[src/rtl/tdc_readout_word_parser_defines.svh]
// Assertion macros for the readout word parser.
// Both expect a signal named clk in the scope of use; TRWP_ASSERT also expects rst.
`ifndef TDC_READOUT_WORD_PARSER_DEFINES_SVH
`define TDC_READOUT_WORD_PARSER_DEFINES_SVH

`ifndef NO_ASSERTIONS
`define TRWP_ASSERT(lbl, prop, msg) \
  lbl: assert property (@(posedge clk) disable iff (rst) prop) else $error(msg);
`define TRWP_ASSERT_RST(lbl, prop, msg) \
  lbl: assert property (@(posedge clk) prop) else $error(msg);
`else
`define TRWP_ASSERT(lbl, prop, msg)
`define TRWP_ASSERT_RST(lbl, prop, msg)
`endif

`endif

[src/rtl/tdc_rwp_pkg.sv]
package tdc_rwp_pkg;

  localparam int ADDR_W = 3;
  localparam logic REG_CRATE_ID = 1'b0;

  localparam logic [3:0] TYPE_BLK_HDR = 4'd0;
  localparam logic [3:0] TYPE_BLK_TRL = 4'd1;
  localparam logic [3:0] TYPE_EVT_HDR = 4'd2;
  localparam logic [3:0] TYPE_TRIG    = 4'd3;
  localparam logic [3:0] TYPE_DATA    = 4'd7;

  localparam logic [2:0] ST_HIT          = 3'd0;
  localparam logic [2:0] ST_EVENT_START  = 3'd1;
  localparam logic [2:0] ST_EARLY_TRL    = 3'd2;
  localparam logic [2:0] ST_EVT_NO_BLK   = 3'd3;
  localparam logic [2:0] ST_SLOT_MISMATCH = 3'd4;
  localparam logic [2:0] ST_TIME_NO_HDR  = 3'd5;
  localparam logic [2:0] ST_DATA_NO_HDR  = 3'd6;

  typedef enum logic [2:0] {
    K_IGNORE,
    K_BLK_HDR,
    K_BLK_TRL,
    K_EVT_HDR,
    K_TRIG,
    K_DATA
  } kind_t;

  typedef struct packed {
    kind_t       kind;
    logic [31:0] word;
  } entry_t;

  typedef struct packed {
    logic   valid;
    entry_t entry;
  } push_t;

  typedef struct packed {
    logic [2:0]  status;
    logic [31:0] crate_id;
    logic [4:0]  slot;
    logic [3:0]  board_no;
    logic [21:0] event_num;
    logic [47:0] trigger_time;
    logic [2:0]  group;
    logic [4:0]  channel;
    logic        edge_res;
    logic [9:0]  coarse;
    logic        half_step;
    logic [6:0]  fine;
  } result_t;

  function automatic kind_t classify(input logic [31:0] w);
    kind_t k;
    k = K_IGNORE;
    if (w[31]) begin
      case (w[30:27])
        TYPE_BLK_HDR: k = K_BLK_HDR;
        TYPE_BLK_TRL: k = K_BLK_TRL;
        TYPE_EVT_HDR: k = K_EVT_HDR;
        TYPE_TRIG:    k = K_TRIG;
        TYPE_DATA:    k = K_DATA;
        default:      k = K_IGNORE;
      endcase
    end
    return k;
  endfunction

endpackage

[src/rtl/tdc_rwp_if.sv]
interface tdc_rwp_word_if;
  logic        valid;
  logic        ready;
  logic [31:0] data_word;

  modport source (output valid, output data_word, input ready);
  modport sink (input valid, input data_word, output ready);
endinterface

interface tdc_rwp_result_if;
  logic        valid;
  logic        ready;
  logic [2:0]  status;
  logic [31:0] crate_id;
  logic [4:0]  slot;
  logic [3:0]  board_no;
  logic [21:0] event_num;
  logic [47:0] trigger_time;
  logic [2:0]  group;
  logic [4:0]  channel;
  logic        edge_res;
  logic [9:0]  coarse;
  logic        half_step;
  logic [6:0]  fine;

  modport source (output valid, output status, output crate_id, output slot,
                  output board_no, output event_num, output trigger_time,
                  output group, output channel, output edge_res, output coarse,
                  output half_step, output fine, input ready);
  modport sink (input valid, input status, input crate_id, input slot,
                input board_no, input event_num, input trigger_time,
                input group, input channel, input edge_res, input coarse,
                input half_step, input fine, output ready);
endinterface

[src/rtl/tdc_rwp_front.sv]
module tdc_rwp_front import tdc_rwp_pkg::*; (
  input  logic        clk,
  input  logic        rst,
  input  logic        in_valid,
  output logic        in_ready,
  input  logic [31:0] in_word,
  input  logic        q_full,
  output push_t       push
);

  logic   fv;
  entry_t fentry;

  assign in_ready   = !fv || !q_full;
  assign push.valid = fv && !q_full;
  assign push.entry = fentry;

  always_ff @(posedge clk) begin
    if (rst) begin
      fv <= 1'b0;
    end else if (in_valid && in_ready) begin
      fv <= 1'b1;
    end else if (push.valid) begin
      fv <= 1'b0;
    end
  end

  always_ff @(posedge clk) begin
    if (in_valid && in_ready) begin
      fentry.kind <= classify(in_word);
      fentry.word <= in_word;
    end
  end

endmodule

[src/rtl/tdc_rwp_queue.sv]
module tdc_rwp_queue import tdc_rwp_pkg::*; (
  input  logic   clk,
  input  logic   rst,
  input  push_t  push,
  output logic   full,
  input  logic   pop,
  output logic   q_valid,
  output entry_t q_entry
);

  entry_t     mem [2];
  logic       wr_ptr;
  logic       rd_ptr;
  logic [1:0] count;

  assign full    = (count == 2'd2);
  assign q_valid = (count != 2'd0);
  assign q_entry = mem[rd_ptr];

  always_ff @(posedge clk) begin
    if (rst) begin
      wr_ptr <= 1'b0;
      rd_ptr <= 1'b0;
      count  <= 2'd0;
    end else begin
      if (push.valid) wr_ptr <= ~wr_ptr;
      if (pop) rd_ptr <= ~rd_ptr;
      case ({push.valid, pop})
        2'b10:   count <= count + 2'd1;
        2'b01:   count <= count - 2'd1;
        default: count <= count;
      endcase
    end
  end

  always_ff @(posedge clk) begin
    if (push.valid) mem[wr_ptr] <= push.entry;
  end

endmodule

[src/rtl/tdc_rwp_back.sv]
module tdc_rwp_back import tdc_rwp_pkg::*; (
  input  logic        clk,
  input  logic        rst,
  input  logic [31:0] crate_id,
  input  logic        q_valid,
  input  entry_t      q_entry,
  output logic        pop,
  output logic        out_valid,
  input  logic        out_ready,
  output result_t     result
);

  logic        block_open, block_open_next;
  logic [7:0]  events_left, events_left_next;
  logic [4:0]  cur_slot, cur_slot_next;
  logic [3:0]  cur_board, cur_board_next;
  logic [21:0] cur_event, cur_event_next;
  logic [47:0] cur_time, cur_time_next;
  logic [23:0] time_low_hold, time_low_hold_next;
  logic        expect_time_high, expect_time_high_next;

  logic        emit;
  result_t     res_next;
  logic [31:0] w;

  assign w   = q_entry.word;
  assign pop = q_valid && (!out_valid || out_ready);

  always_comb begin
    block_open_next       = block_open;
    events_left_next      = events_left;
    cur_slot_next         = cur_slot;
    cur_board_next        = cur_board;
    cur_event_next        = cur_event;
    cur_time_next         = cur_time;
    time_low_hold_next    = time_low_hold;
    expect_time_high_next = expect_time_high;
    emit                  = 1'b0;
    res_next              = '0;
    res_next.crate_id     = crate_id;
    res_next.slot         = cur_slot;
    res_next.board_no     = cur_board;
    res_next.event_num    = cur_event;

    if (expect_time_high) begin
      // word after a trigger time is the high half, whatever it looks like
      expect_time_high_next = 1'b0;
      cur_time_next         = {w[23:0], time_low_hold};
    end else begin
      case (q_entry.kind)
        K_BLK_HDR: begin
          cur_slot_next    = w[26:22];
          cur_board_next   = w[21:18];
          events_left_next = w[7:0];
          block_open_next  = 1'b1;
        end
        K_BLK_TRL: begin
          if (!block_open || events_left != 8'd0) begin
            emit            = 1'b1;
            res_next.status = ST_EARLY_TRL;
          end
          block_open_next  = 1'b0;
          events_left_next = 8'd0;
        end
        K_EVT_HDR: begin
          if (!block_open || events_left == 8'd0) begin
            emit             = 1'b1;
            res_next.status  = ST_EVT_NO_BLK;
            block_open_next  = 1'b0;
            events_left_next = 8'd0;
          end else if (w[26:22] != cur_slot) begin
            emit             = 1'b1;
            res_next.status  = ST_SLOT_MISMATCH;
            block_open_next  = 1'b0;
            events_left_next = 8'd0;
          end else begin
            emit               = 1'b1;
            events_left_next   = events_left - 8'd1;
            cur_event_next     = w[21:0];
            res_next.status    = ST_EVENT_START;
            res_next.event_num = w[21:0];
          end
        end
        K_TRIG: begin
          if (!block_open) begin
            emit             = 1'b1;
            res_next.status  = ST_TIME_NO_HDR;
            block_open_next  = 1'b0;
            events_left_next = 8'd0;
          end else begin
            time_low_hold_next    = w[23:0];
            expect_time_high_next = 1'b1;
          end
        end
        K_DATA: begin
          emit = 1'b1;
          if (!block_open) begin
            res_next.status  = ST_DATA_NO_HDR;
            events_left_next = 8'd0;
          end else begin
            res_next.status       = ST_HIT;
            res_next.trigger_time = cur_time;
            res_next.group        = w[26:24];
            res_next.channel      = w[23:19];
            res_next.edge_res     = w[18];
            res_next.coarse       = w[17:8];
            res_next.half_step    = w[7];
            res_next.fine         = w[6:0];
          end
        end
        default: begin
        end
      endcase
    end
  end

  always_ff @(posedge clk) begin
    if (rst) begin
      block_open       <= 1'b0;
      events_left      <= 8'd0;
      cur_slot         <= 5'd0;
      cur_board        <= 4'd0;
      cur_event        <= 22'd0;
      cur_time         <= 48'd0;
      time_low_hold    <= 24'd0;
      expect_time_high <= 1'b0;
      out_valid        <= 1'b0;
    end else begin
      if (pop) begin
        block_open       <= block_open_next;
        events_left      <= events_left_next;
        cur_slot         <= cur_slot_next;
        cur_board        <= cur_board_next;
        cur_event        <= cur_event_next;
        cur_time         <= cur_time_next;
        time_low_hold    <= time_low_hold_next;
        expect_time_high <= expect_time_high_next;
      end
      if (pop && emit) begin
        out_valid <= 1'b1;
      end else if (out_ready) begin
        out_valid <= 1'b0;
      end
    end
  end

  always_ff @(posedge clk) begin
    if (pop && emit) result <= res_next;
  end

endmodule

[src/rtl/tdc_readout_word_parser.sv]
// channel   dir  transfer when         payload
// words     in   valid && ready        data_word
// results   out  valid && ready        status .. fine (one result item)
// apb       in   psel&penable&pwrite   readout_crate_id at addresses 0-3 (paddr MSB low)
//
// One word per cycle sustained while results are taken; a word's result passes
// through the front register, the queue memory, then into the result register.
// Throughput is set by the back state update, one word a cycle unless results stall.
// Synchronous reset clears all parser control state (data registers are not reset); no clearing pass.
// A stalled result only blocks the back; the queue and front keep taking
// words until the queue fills.
`include "tdc_readout_word_parser_defines.svh"

module tdc_readout_word_parser import tdc_rwp_pkg::*; (
  input  logic                clk,
  input  logic                rst,
  tdc_rwp_word_if.sink        words,
  tdc_rwp_result_if.source    results,
  input  logic                psel,
  input  logic                penable,
  input  logic                pwrite,
  input  logic [ADDR_W-1:0]   paddr,
  input  logic [31:0]         pwdata,
  output logic [31:0]         prdata,
  output logic                pready
);

  logic [31:0] crate_reg;
  push_t       push;
  logic        q_full;
  logic        q_pop;
  logic        q_valid;
  entry_t      q_entry;
  result_t     result;

  assign pready = 1'b1;
  assign prdata = (paddr[ADDR_W-1] == REG_CRATE_ID) ? crate_reg : 32'd0;

  always_ff @(posedge clk) begin
    if (rst) begin
      crate_reg <= 32'd0;
    end else if (psel && penable && pwrite && pready &&
                 paddr[ADDR_W-1] == REG_CRATE_ID) begin
      crate_reg <= pwdata;
    end
  end

  tdc_rwp_front u_front (
    .clk      (clk),
    .rst      (rst),
    .in_valid (words.valid),
    .in_ready (words.ready),
    .in_word  (words.data_word),
    .q_full   (q_full),
    .push     (push)
  );

  tdc_rwp_queue u_queue (
    .clk     (clk),
    .rst     (rst),
    .push    (push),
    .full    (q_full),
    .pop     (q_pop),
    .q_valid (q_valid),
    .q_entry (q_entry)
  );

  tdc_rwp_back u_back (
    .clk       (clk),
    .rst       (rst),
    .crate_id  (crate_reg),
    .q_valid   (q_valid),
    .q_entry   (q_entry),
    .pop       (q_pop),
    .out_valid (results.valid),
    .out_ready (results.ready),
    .result    (result)
  );

  assign results.status       = result.status;
  assign results.crate_id     = result.crate_id;
  assign results.slot         = result.slot;
  assign results.board_no     = result.board_no;
  assign results.event_num    = result.event_num;
  assign results.trigger_time = result.trigger_time;
  assign results.group        = result.group;
  assign results.channel      = result.channel;
  assign results.edge_res     = result.edge_res;
  assign results.coarse       = result.coarse;
  assign results.half_step    = result.half_step;
  assign results.fine         = result.fine;

  `TRWP_ASSERT(a_no_overflow, push.valid |-> !q_full || q_pop, "queue overflow")
  `TRWP_ASSERT(a_pop_valid, q_pop |-> q_valid, "pop from empty queue")
  `TRWP_ASSERT_RST(a_rst_idle, rst |=> !results.valid, "result valid after reset")

endmodule
[src/flat_wrapper.sv]
// flat-port wrapper written by rule: the top's interface ports become plain ports
module tdc_readout_word_parser_flat import tdc_rwp_pkg::*;
  (clk, rst, psel, penable, pwrite, paddr, pwdata, prdata, pready, words_valid, words_data_word, words_ready, results_valid, results_status, results_crate_id, results_slot, results_board_no, results_event_num, results_trigger_time, results_group, results_channel, results_edge_res, results_coarse, results_half_step, results_fine, results_ready);
  tdc_rwp_word_if words_i ();
  tdc_rwp_result_if results_i ();
  input  logic clk;
  input  logic rst;
  input  logic psel;
  input  logic penable;
  input  logic pwrite;
  input  logic [ADDR_W-1:0] paddr;
  input  logic [31:0] pwdata;
  output logic [31:0] prdata;
  output logic pready;
  input wire logic [$bits(words_i.valid)-1:0] words_valid;
  input wire logic [$bits(words_i.data_word)-1:0] words_data_word;
  output wire logic [$bits(words_i.ready)-1:0] words_ready;
  output wire logic [$bits(results_i.valid)-1:0] results_valid;
  output wire logic [$bits(results_i.status)-1:0] results_status;
  output wire logic [$bits(results_i.crate_id)-1:0] results_crate_id;
  output wire logic [$bits(results_i.slot)-1:0] results_slot;
  output wire logic [$bits(results_i.board_no)-1:0] results_board_no;
  output wire logic [$bits(results_i.event_num)-1:0] results_event_num;
  output wire logic [$bits(results_i.trigger_time)-1:0] results_trigger_time;
  output wire logic [$bits(results_i.group)-1:0] results_group;
  output wire logic [$bits(results_i.channel)-1:0] results_channel;
  output wire logic [$bits(results_i.edge_res)-1:0] results_edge_res;
  output wire logic [$bits(results_i.coarse)-1:0] results_coarse;
  output wire logic [$bits(results_i.half_step)-1:0] results_half_step;
  output wire logic [$bits(results_i.fine)-1:0] results_fine;
  input wire logic [$bits(results_i.ready)-1:0] results_ready;
  assign words_i.valid = words_valid;
  assign words_i.data_word = words_data_word;
  assign words_ready = words_i.ready;
  assign results_valid = results_i.valid;
  assign results_status = results_i.status;
  assign results_crate_id = results_i.crate_id;
  assign results_slot = results_i.slot;
  assign results_board_no = results_i.board_no;
  assign results_event_num = results_i.event_num;
  assign results_trigger_time = results_i.trigger_time;
  assign results_group = results_i.group;
  assign results_channel = results_i.channel;
  assign results_edge_res = results_i.edge_res;
  assign results_coarse = results_i.coarse;
  assign results_half_step = results_i.half_step;
  assign results_fine = results_i.fine;
  assign results_i.ready = results_ready;
  tdc_readout_word_parser u_core (.clk(clk), .rst(rst), .words(words_i), .results(results_i), .psel(psel), .penable(penable), .pwrite(pwrite), .paddr(paddr), .pwdata(pwdata), .prdata(prdata), .pready(pready));
endmodule
[config.mk]
export PLATFORM = sky130hd
export DESIGN_NAME = tdc_readout_word_parser_flat
export DESIGN_NICKNAME = d
export VERILOG_FILES = /design/src/rtl/tdc_rwp_pkg.sv /design/src/rtl/tdc_rwp_if.sv /design/src/rtl/tdc_rwp_front.sv /design/src/rtl/tdc_rwp_queue.sv /design/src/rtl/tdc_rwp_back.sv /design/src/rtl/tdc_readout_word_parser.sv /design/src/flat_wrapper.sv
export VERILOG_INCLUDE_DIRS = /design/src /design/src/rtl
export SDC_FILE = /design/constraint.sdc
export NUM_CORES = 1
export LEC_CHECK = 0
export BUFFER_PORTS_ARGS = -buffer_cell sky130_fd_sc_hd__buf_4
export CAP_MARGIN = 20
export CORE_ASPECT_RATIO = 1.1
export CORE_MARGIN = 1.5
export CORE_UTILIZATION = 48
export CTS_BUF_LIST = sky130_fd_sc_hd__clkbuf_4
export DETAILED_ROUTE_END_ITERATION = 10
export HOLD_SLACK_MARGIN = 0.12
export PLACE_DENSITY = 0.7
export RECOVER_POWER = 25
export SLEW_MARGIN = 25
export SYNTH_ARGS = -nofsm -noshare
export SYNTH_HDL_FRONTEND = slang
export SYNTH_HIERARCHICAL = 1
export SYNTH_SLANG_ARGS = --single-unit
[constraint.sdc]
create_clock -name clk -period 19.82 [get_ports clk]
set_input_delay 0.991 -clock clk [delete_from_list [all_inputs] [get_ports clk]]
set_output_delay 0.991 -clock clk [all_outputs]
set_load 0.05 [all_outputs]
After elaboration in Yosys (flattened, before gate mapping)
Memories as Yosys holds them, arrays and structs flattened. A register that Yosys moved wholly into a read port is not among the register bits.
Index checks and enable logic that the tools add are counted.
Word-level totals
  bits of input ports: 74
  RAM bits: 70
  output and inout port bits: 176
  memories kept: 1
  register bits: 327
Memory list
  u_core.u_queue.mem: depth 2, width 35, rd ports 1, clocked after memory_dff 1, wr ports 1, RTL line tdc_rwp_queue.sv:11  | entry_t mem [2];
Operators by class
  reduce and logical (&&, ||, !) cells: 33
  multiplexer cells: 37
  equality and inequality tests: 15
  add/sub/neg operators: 3
  bitwise operators: 6
Operators with widths (count)
  $mux 75: 2
  $mux 97: 1
  $mux 22: 3
  $mux 32: 1
  $pmux 8 s4: 1
  $mux 8: 3
  $mux 1: 16
  $pmux 3 s5: 1
  $mux 3: 4
  $pmux 3 s4: 1
  $reduce_and 4->1: 3
  $eq 4x2->1 const B: 2
  $logic_not 8->1: 1
  $reduce_bool 2->1: 4
  $reduce_bool 4->1: 2
  $reduce_bool 8->1: 1
  $sub 8x1->8 const B: 1
  $logic_and 1x1->1: 7
  $eq 3x2->1 const B: 2
  $eq 3x3->1 const B: 2
  $not 1->1: 6
  $ne 5x5->1: 1
  $eq 2x2->1 const B: 2
  $eq 4x1->1 const B: 1
  18 further kinds: 26

Depth between registers and ports, before layout
Gate-level depths: netlist of run 1.
  depth in word-level cells: 7
  mapped depth: 10

Cells and area by module
The synthesis of run 1 kept the hierarchy.
By module, submodules not included
  tdc_rwp_back: sequential area each 6516.2 um^2, cells an instance 788, times used 1, area an instance 9537.9 um^2
  tdc_rwp_queue: sequential area each 2202.1 um^2, cells an instance 131, times used 1, area an instance 2728.9 um^2
  tdc_readout_word_parser: sequential area each 640.6 um^2, cells an instance 177, times used 1, area an instance 1696.6 um^2
  tdc_rwp_front: sequential area each 1071.0 um^2, cells an instance 48, times used 1, area an instance 1147.4 um^2

Worst setup path after synthesis of run 1
Ideal clock, no wire load.
  path type: register -> register
  start: register (tool-made name)
  end: register, netlist name u_core/u_back/result[0]
  stages on the path, launching flop included: 8
  library setup time: 0.991 ns
  path slack: 3.888 ns
  period minus slack after synthesis: 15.932 ns
  arrival time: 14.941 ns
  cells stage by stage: dfxtp_1 > buf_2 > buf_4 > mux2_2 > inv_1 > ha_1 > buf_2 > nor4_1

Worst setup path in the final report of run 1
  start: input rst
  end: register u_core.u_back.time_low_hold[2]
RTL lines
  from (decl): RTL line flat_wrapper.sv:7  | input logic rst;
  to (signal assigned): RTL line tdc_rwp_back.sv:136  | time_low_hold <= time_low_hold_next;
  to (decl): RTL line tdc_rwp_back.sv:19  | logic [23:0] time_low_hold, time_low_hold_next;
No word-level cell between the ends.

==> results.yml, run 1 <==
clock_network:
  tritoncts: "done"
  htreeDepth: 3
  numCtsBuffers: 93
  numClockSinks: 383
  path_clk_slew_ns: 0.06
  cts_resized: 0
  root_buffer: "clkbuf_4"
  clk_path_buf_depth: 3
  cts_hold_buf: 0
  worst_skew_pair.late_latency_ns: 0.72
  postCtsSetupRepairBufs: 0
floorplan:
  fp.dieH_um: 186
  num_rows: 66
  dieArea_um2: 31500
  initial_core_util: 0.491
  io_pins: 250
  die_x_um: 169
  core_area_um2: 29700
global_route:
  grt_pass1_vias: 8915
  globalRouteOverflowTotal: 0
  grt_pass1_wl_mm: 47.2
  grt_max_degree: 100
  antenna_found_initial: 2
  grtUsageTotal: 0.195
power:
  ir_drop_mv: 0.0508
  p_per_area_nw_per_um2: 118
  p_leak_nw: 6.99
finish:
  area.growth.synth_to_final_pct: 23.0
  nFillCells: 2422
  top_register: "u_core/u_back/result"
  largest_reg_flops: 141
  finalNetCount: 1489
  reg_top3: "u_core/u_back/result x141, u_core/u_queue/mem x60, u_core/u_back/cur_time x48"
  drive_above_1_share: 0.324
synth:
  synth_area_um2: 14600
  syn_inst: 1124
  ys_warn_count: 6
  synth_fp_nets: 1203
  syn_avg_cell_area_um2: 13.0
worst_setup_path:
  critPathSlowestCell: "clkbuf_1"
  cp-end-kind: "flop"
  critPathRequiredTime_ns: 20.36
  path_cells: "clkbuf_1, buf_4, nor2_1"
  cp.arrival_ns: 4.83
  start_kind: "input port"
  slowest_delay_ns: 2.55
  crit_type: "in2reg"
  path_max_fanout: 99
drt:
  top_layer: "met4"
  ant_nets: 0
  dr_wl_met3_mm: 1.66
  wl_per_cell_um: 16.8
  drt_iter0_drc: 527
  viasPerCell: 5.04
  m1WireLength_mm: 13.5
  first_pass_iters: 5
  vias: 9387
  wl_met2_mm: 15.4
  drc: 0
  wl_mm: 31.3
sta:
  fin_tns_setup_ns: 0
  drv_slew: 131
  setup_violations: 0
  period_share: 0.217
  finalClockSkew_ns: 0.0420
  fmaxAchievable_mhz: 233
  finalCriticalPeriod_ns: 4.29
  slew_headroom: -1.47
  worstMarginPinSlew_ns: 3.71
  hold_violations: 0
  hold_slack_ns: 0.429
  fin_ws_ns: 15.53
  rsz0062_at_grt: "false"
status:
  violations: "capacitance limit, slew limit"
  outcome: "finished with violations"
place:
  place_ws_ns: 16.20
  io_buffers: 246
  hpwl_mm: 19.6
  globalplace.congestion: 0.825
hold_path:
  hp-class: "reg2reg"
flow_run:
  cap_violations: 2
through the flow:
step	instance area (um2)	util	instances	power [mW]
floorplan	14600	-	1124	1.35
global placement	16700	0.562	1688	1.48
detailed placement	16700	0.562	1689	1.49
CTS	18000	0.604	1860	2.15
global route	18000	0.604	1863	2.23
finish	18000	0.604	1864	2.13
report_power, final:
| group | internal [mW] | switching [mW] |
|---|---|---|
| Combinational | 0.142 | 0.361 |
| Clock | 0.357 | 0.296 |
| Sequential | 0.939 | 0.0305 |
critical path: cells and delay by family:
kind | cells | cell delay [ns]
buf+inv | 2 | 3.63
simple gates | 1 | 0.11
cells in the final DEF (no fill, tap or decap), drive strengths merged, types with 2 or more instances in the layout:
master,count
a41oi,2
o21ai,3
nor3b,2
and2b,3
a311oi,2
nor2b,37
a22oi,2
diode,4
a31oi,2
nand3,29
mux2i,65
nand2,129
a211oi,3
a221oi,2
ha,5
nor4,6
buf,228
dfxtp,152
a21oi,81
and2,79
o32ai,4
clkbuf,181
nor2,50
xnor2,4
or3,2
nor3,7
xor2,7
nand4,2
nand2b,71
inv,9
clkinv,16
o21ba,2
edfxtp,231
nand4b,2
mux2,52
final cells by class:
cell class | count | area, um2 | share of cell area
timing repair buffer | 258 | 1940 | 0.108
tap | 374 | 468 | 0.0261
antenna | 4 | 10.0 | 0.000557
multi-input combinational | 667 | 4290 | 0.239
inverter | 7 | 26.3 | 0.00146
clock inverter | 20 | 109 | 0.00606
sequential | 383 | 9980 | 0.556
clock buffer | 151 | 1130 | 0.0631
per-layer routing:
metal  up-vias  track usage
met5         -            0
met4         0       0.0828
met3        45       0.0423
met2       277        0.313
met1      4504        0.256
li1       4561            -
path summary, 6_finish.rpt:
check	start	end	slack, ns	depth (start not counted)
max	rst	u_core/u_back/time_low_hold[2]	15.53	3
min	u_core/crate_reg[16]	u_core/u_back/result[122]	0.43	0
max reg2reg	flop	u_core/u_back/result[61]	16.45	6
min reg2reg	u_core/crate_reg[16]	u_core/u_back/result[122]	0.43	0
(Power assumes the default switching activity.)
==> run 2: changes to the inputs <==
--- a/config.mk
+++ b/config.mk
@@ -14,7 +14,7 @@
 export CTS_BUF_LIST = sky130_fd_sc_hd__clkbuf_4
 export DETAILED_ROUTE_END_ITERATION = 10
 export HOLD_SLACK_MARGIN = 0.12
-export PLACE_DENSITY = 0.7
+export PLACE_DENSITY = 0.72
 export RECOVER_POWER = 25
 export SLEW_MARGIN = 25
 export SYNTH_ARGS = -nofsm -noshare
==> constraint.sdc (replaced) <==
create_clock -name clk -period 3.8 [get_ports clk]
set_input_delay 0.19 -clock clk [delete_from_list [all_inputs] [get_ports clk]]
set_output_delay 0.19 -clock clk [all_outputs]
set_load 0.05 [all_outputs]
==> run 2 against run 1 <==
Effect of this change:
- flip-flop and latch count unchanged
- via count up 2.7%
- combinational power rose to 5.2 times the previous value
- routed wire length grew 2.8%
- total power rose to 5.3 times the previous value
- the run still ends with capacitance limit, slew limit left
- critical endpoint is now u_core/u_back/cur_event[13]
- largest power group unchanged
- clock skew fell by 0.0061 ns
==> results.yml, run 2 (synthesized netlist as in run 1, its figures left out) <==
status:
  outcome: "finished with violations"
  violations: "capacitance limit, slew limit"
floorplan:
  die_x_um: 169
  io_pins: 250
  initial_core_util: 0.491
  core_area_um2: 29700
  num_rows: 66
  dieArea_um2: 31500
  fp.dieH_um: 186
worst_setup_path:
  slowest_delay_ns: 0.62
  rr_endpoint: "u_core/u_back/cur_event[13]"
  crit_type: "reg2reg"
  r2r_slack_ns: 0.94
  cp-end-kind: "flop"
  critPathSlowestCell: "and2_1"
  path_cells: "mux2_2, nand4b_1, nor4_2, and2_1, buf_4, nand3_1, a21oi_1"
  r2r_cells: 7
  start_kind: "flop"
  critPathRequiredTime_ns: 4.40
  critical-path-top-delay-family: "simple AND/OR/NAND/NOR gates"
  worst-path-buf-inv: 1
  cp.arrival_ns: 3.46
  path_max_fanout: 17
power:
  design_power_total_mw: 11.2
  pwr-share-comb: 0.235
  p_int_mw: 7.59
  p_clk_frac: 0.312
  p_per_area_nw_per_um2: 601
  p_leak_nw: 7.19
  p_seq_frac: 0.453
  p_switching_mw: 3.60
  switching_share: 0.322
  ir_drop_mv: 0.290
global_route:
  busiest_layer: "met2"
  use_met1: 0.252
  grt_pass1_vias: 9359
  grtUsageTotal: 0.197
  grt_max_degree: 143
  antenna_found_initial: 1
  grtUsageMet3: 0.0427
  grt_pass1_wl_mm: 48.3
  use_met2: 0.324
  globalRouteOverflowTotal: 0
clock_network:
  postCtsSetupRepairBufs: 0
  tritoncts: "done"
  worst_skew_pair.late_latency_ns: 0.69
  numClockSinks: 383
  path_clk_slew_ns: 0.07
  cts_resized: 0
  root_buffer: "clkbuf_4"
  clk_path_buf_depth: 3
  numCtsBuffers: 93
  htreeDepth: 3
  cts_hold_buf: 70
sta:
  finalCriticalPeriod_ns: 2.86
  drv_slew: 94
  fmaxAchievable_mhz: 350
  hold_slack_ns: 0.235
  hold_violations: 0
  finalClockSkew_ns: 0.0359
  period_share: 0.752
  worstMarginPinSlew_ns: 1.72
  rsz0062_at_grt: "false"
  fin_ws_ns: 0.943
  slew_headroom: -0.149
  setup_violations: 0
finish:
  post-route-util: 0.626
  drive_above_1_share: 0.292
  mostFrequentLayoutCells: "231 x edfxtp_1, 195 x buf_4, 181 x clkbuf_4, 151 x dfxtp_1, 129 x nand2_1"
  top_register: "u_core/u_back/result"
  nFillCells: 2414
  largest_reg_flops: 141
  final_area_um2: 18600
  reg_top3: "u_core/u_back/result x141, u_core/u_queue/mem x60, u_core/u_back/cur_time x48"
  area.growth.synth_to_final_pct: 27.4
  finalNetCount: 1562
  layout_commonest_cell: "edfxtp_1"
place:
  placed_area_um2: 16800
  place_ws_ns: 0.953
  hpwl_mm: 20.0
  globalplace.congestion: 0.810
  io_buffers: 246
flow_run:
  cap_violations: 1
drt:
  first_pass_iters: 5
  ant_nets: 0
  drc: 0
  wl_per_cell_um: 16.7
  vias: 9640
  wl_mm: 32.1
  viasPerCell: 4.99
  drt_iter0_drc: 494
hold_path:
  hold-path-cell-count: 2
  min_to: "u_core/u_front/push[1]"
  hp-start: "words_data_word[1]"
  hp-class: "in2reg"
run 2: cell count changes in the layout (fill, tap and decap cells not counted), moves of 2 or more:
cell and delta:
buf_12 +2, clkbuf_1 +33, diode_2 -3, and2_1 +2
clkinv_1 -4, clkbuf_4 +2, clkinv_2 -2, buf_4 -31
dlygate4sd3_1 +70
run 2: metal layers:
layer	part of all wire	wire (um)
met5	0	0
met4	0.025	806
met3	0.051	1640
met2	0.50	16000
met1	0.42	13700
run 2: worst max-delay path by stage:
stage                     cells after the start                     endpoint
final                                         7  u_core/u_back/cur_event[13]
after global routing                          7  u_core/u_back/cur_event[13]
after CTS                                     7  u_core/u_back/cur_event[13]
after detailed placement                      7  u_core/u_back/cur_event[13]
after global placement                        7   u_core/u_back/cur_event[1]
after floorplan                               7      u_core/u_back/result[0]
run 2: cell type report:
cell class / instances / area, um2 / area share
Antenna cell: 1 / 2.50 / 0.000134
Clock buffer: 153 / 1150 / 0.0617
Clock inverter: 14 / 110 / 0.00592
Inverter: 7 / 28.8 / 0.00155
Multi-Input combinational cell: 667 / 4320 / 0.232
Sequential cell: 383 / 9980 / 0.536
Tap cell: 374 / 468 / 0.0251
Timing Repair Buffer: 331 / 2550 / 0.137
run 2: metrics by stage:
step	std cells	setup TNS [ns]
6_report	1930	0
3_5_place_dp	1692	0
3_3_place_gp	1692	0
5_1_grt	1930	0
4_1_cts	1929	0
2_1_floorplan	1124	-345.59
run 2: power by group through the flow:
| stage | clock network, mW | registers (mW) | logic, mW |
|---|---|---|---|
| final | 3.49 | 5.07 | 2.63 |
| after global routing | 3.82 | 5.11 | 2.77 |
| after CTS | 3.60 | 5.07 | 2.69 |
| after detailed placement | 0 | 5.16 | 2.62 |
| after global placement | 0 | 5.15 | 2.59 |
| after floorplan | 0 | 6.04 | 0.933 |
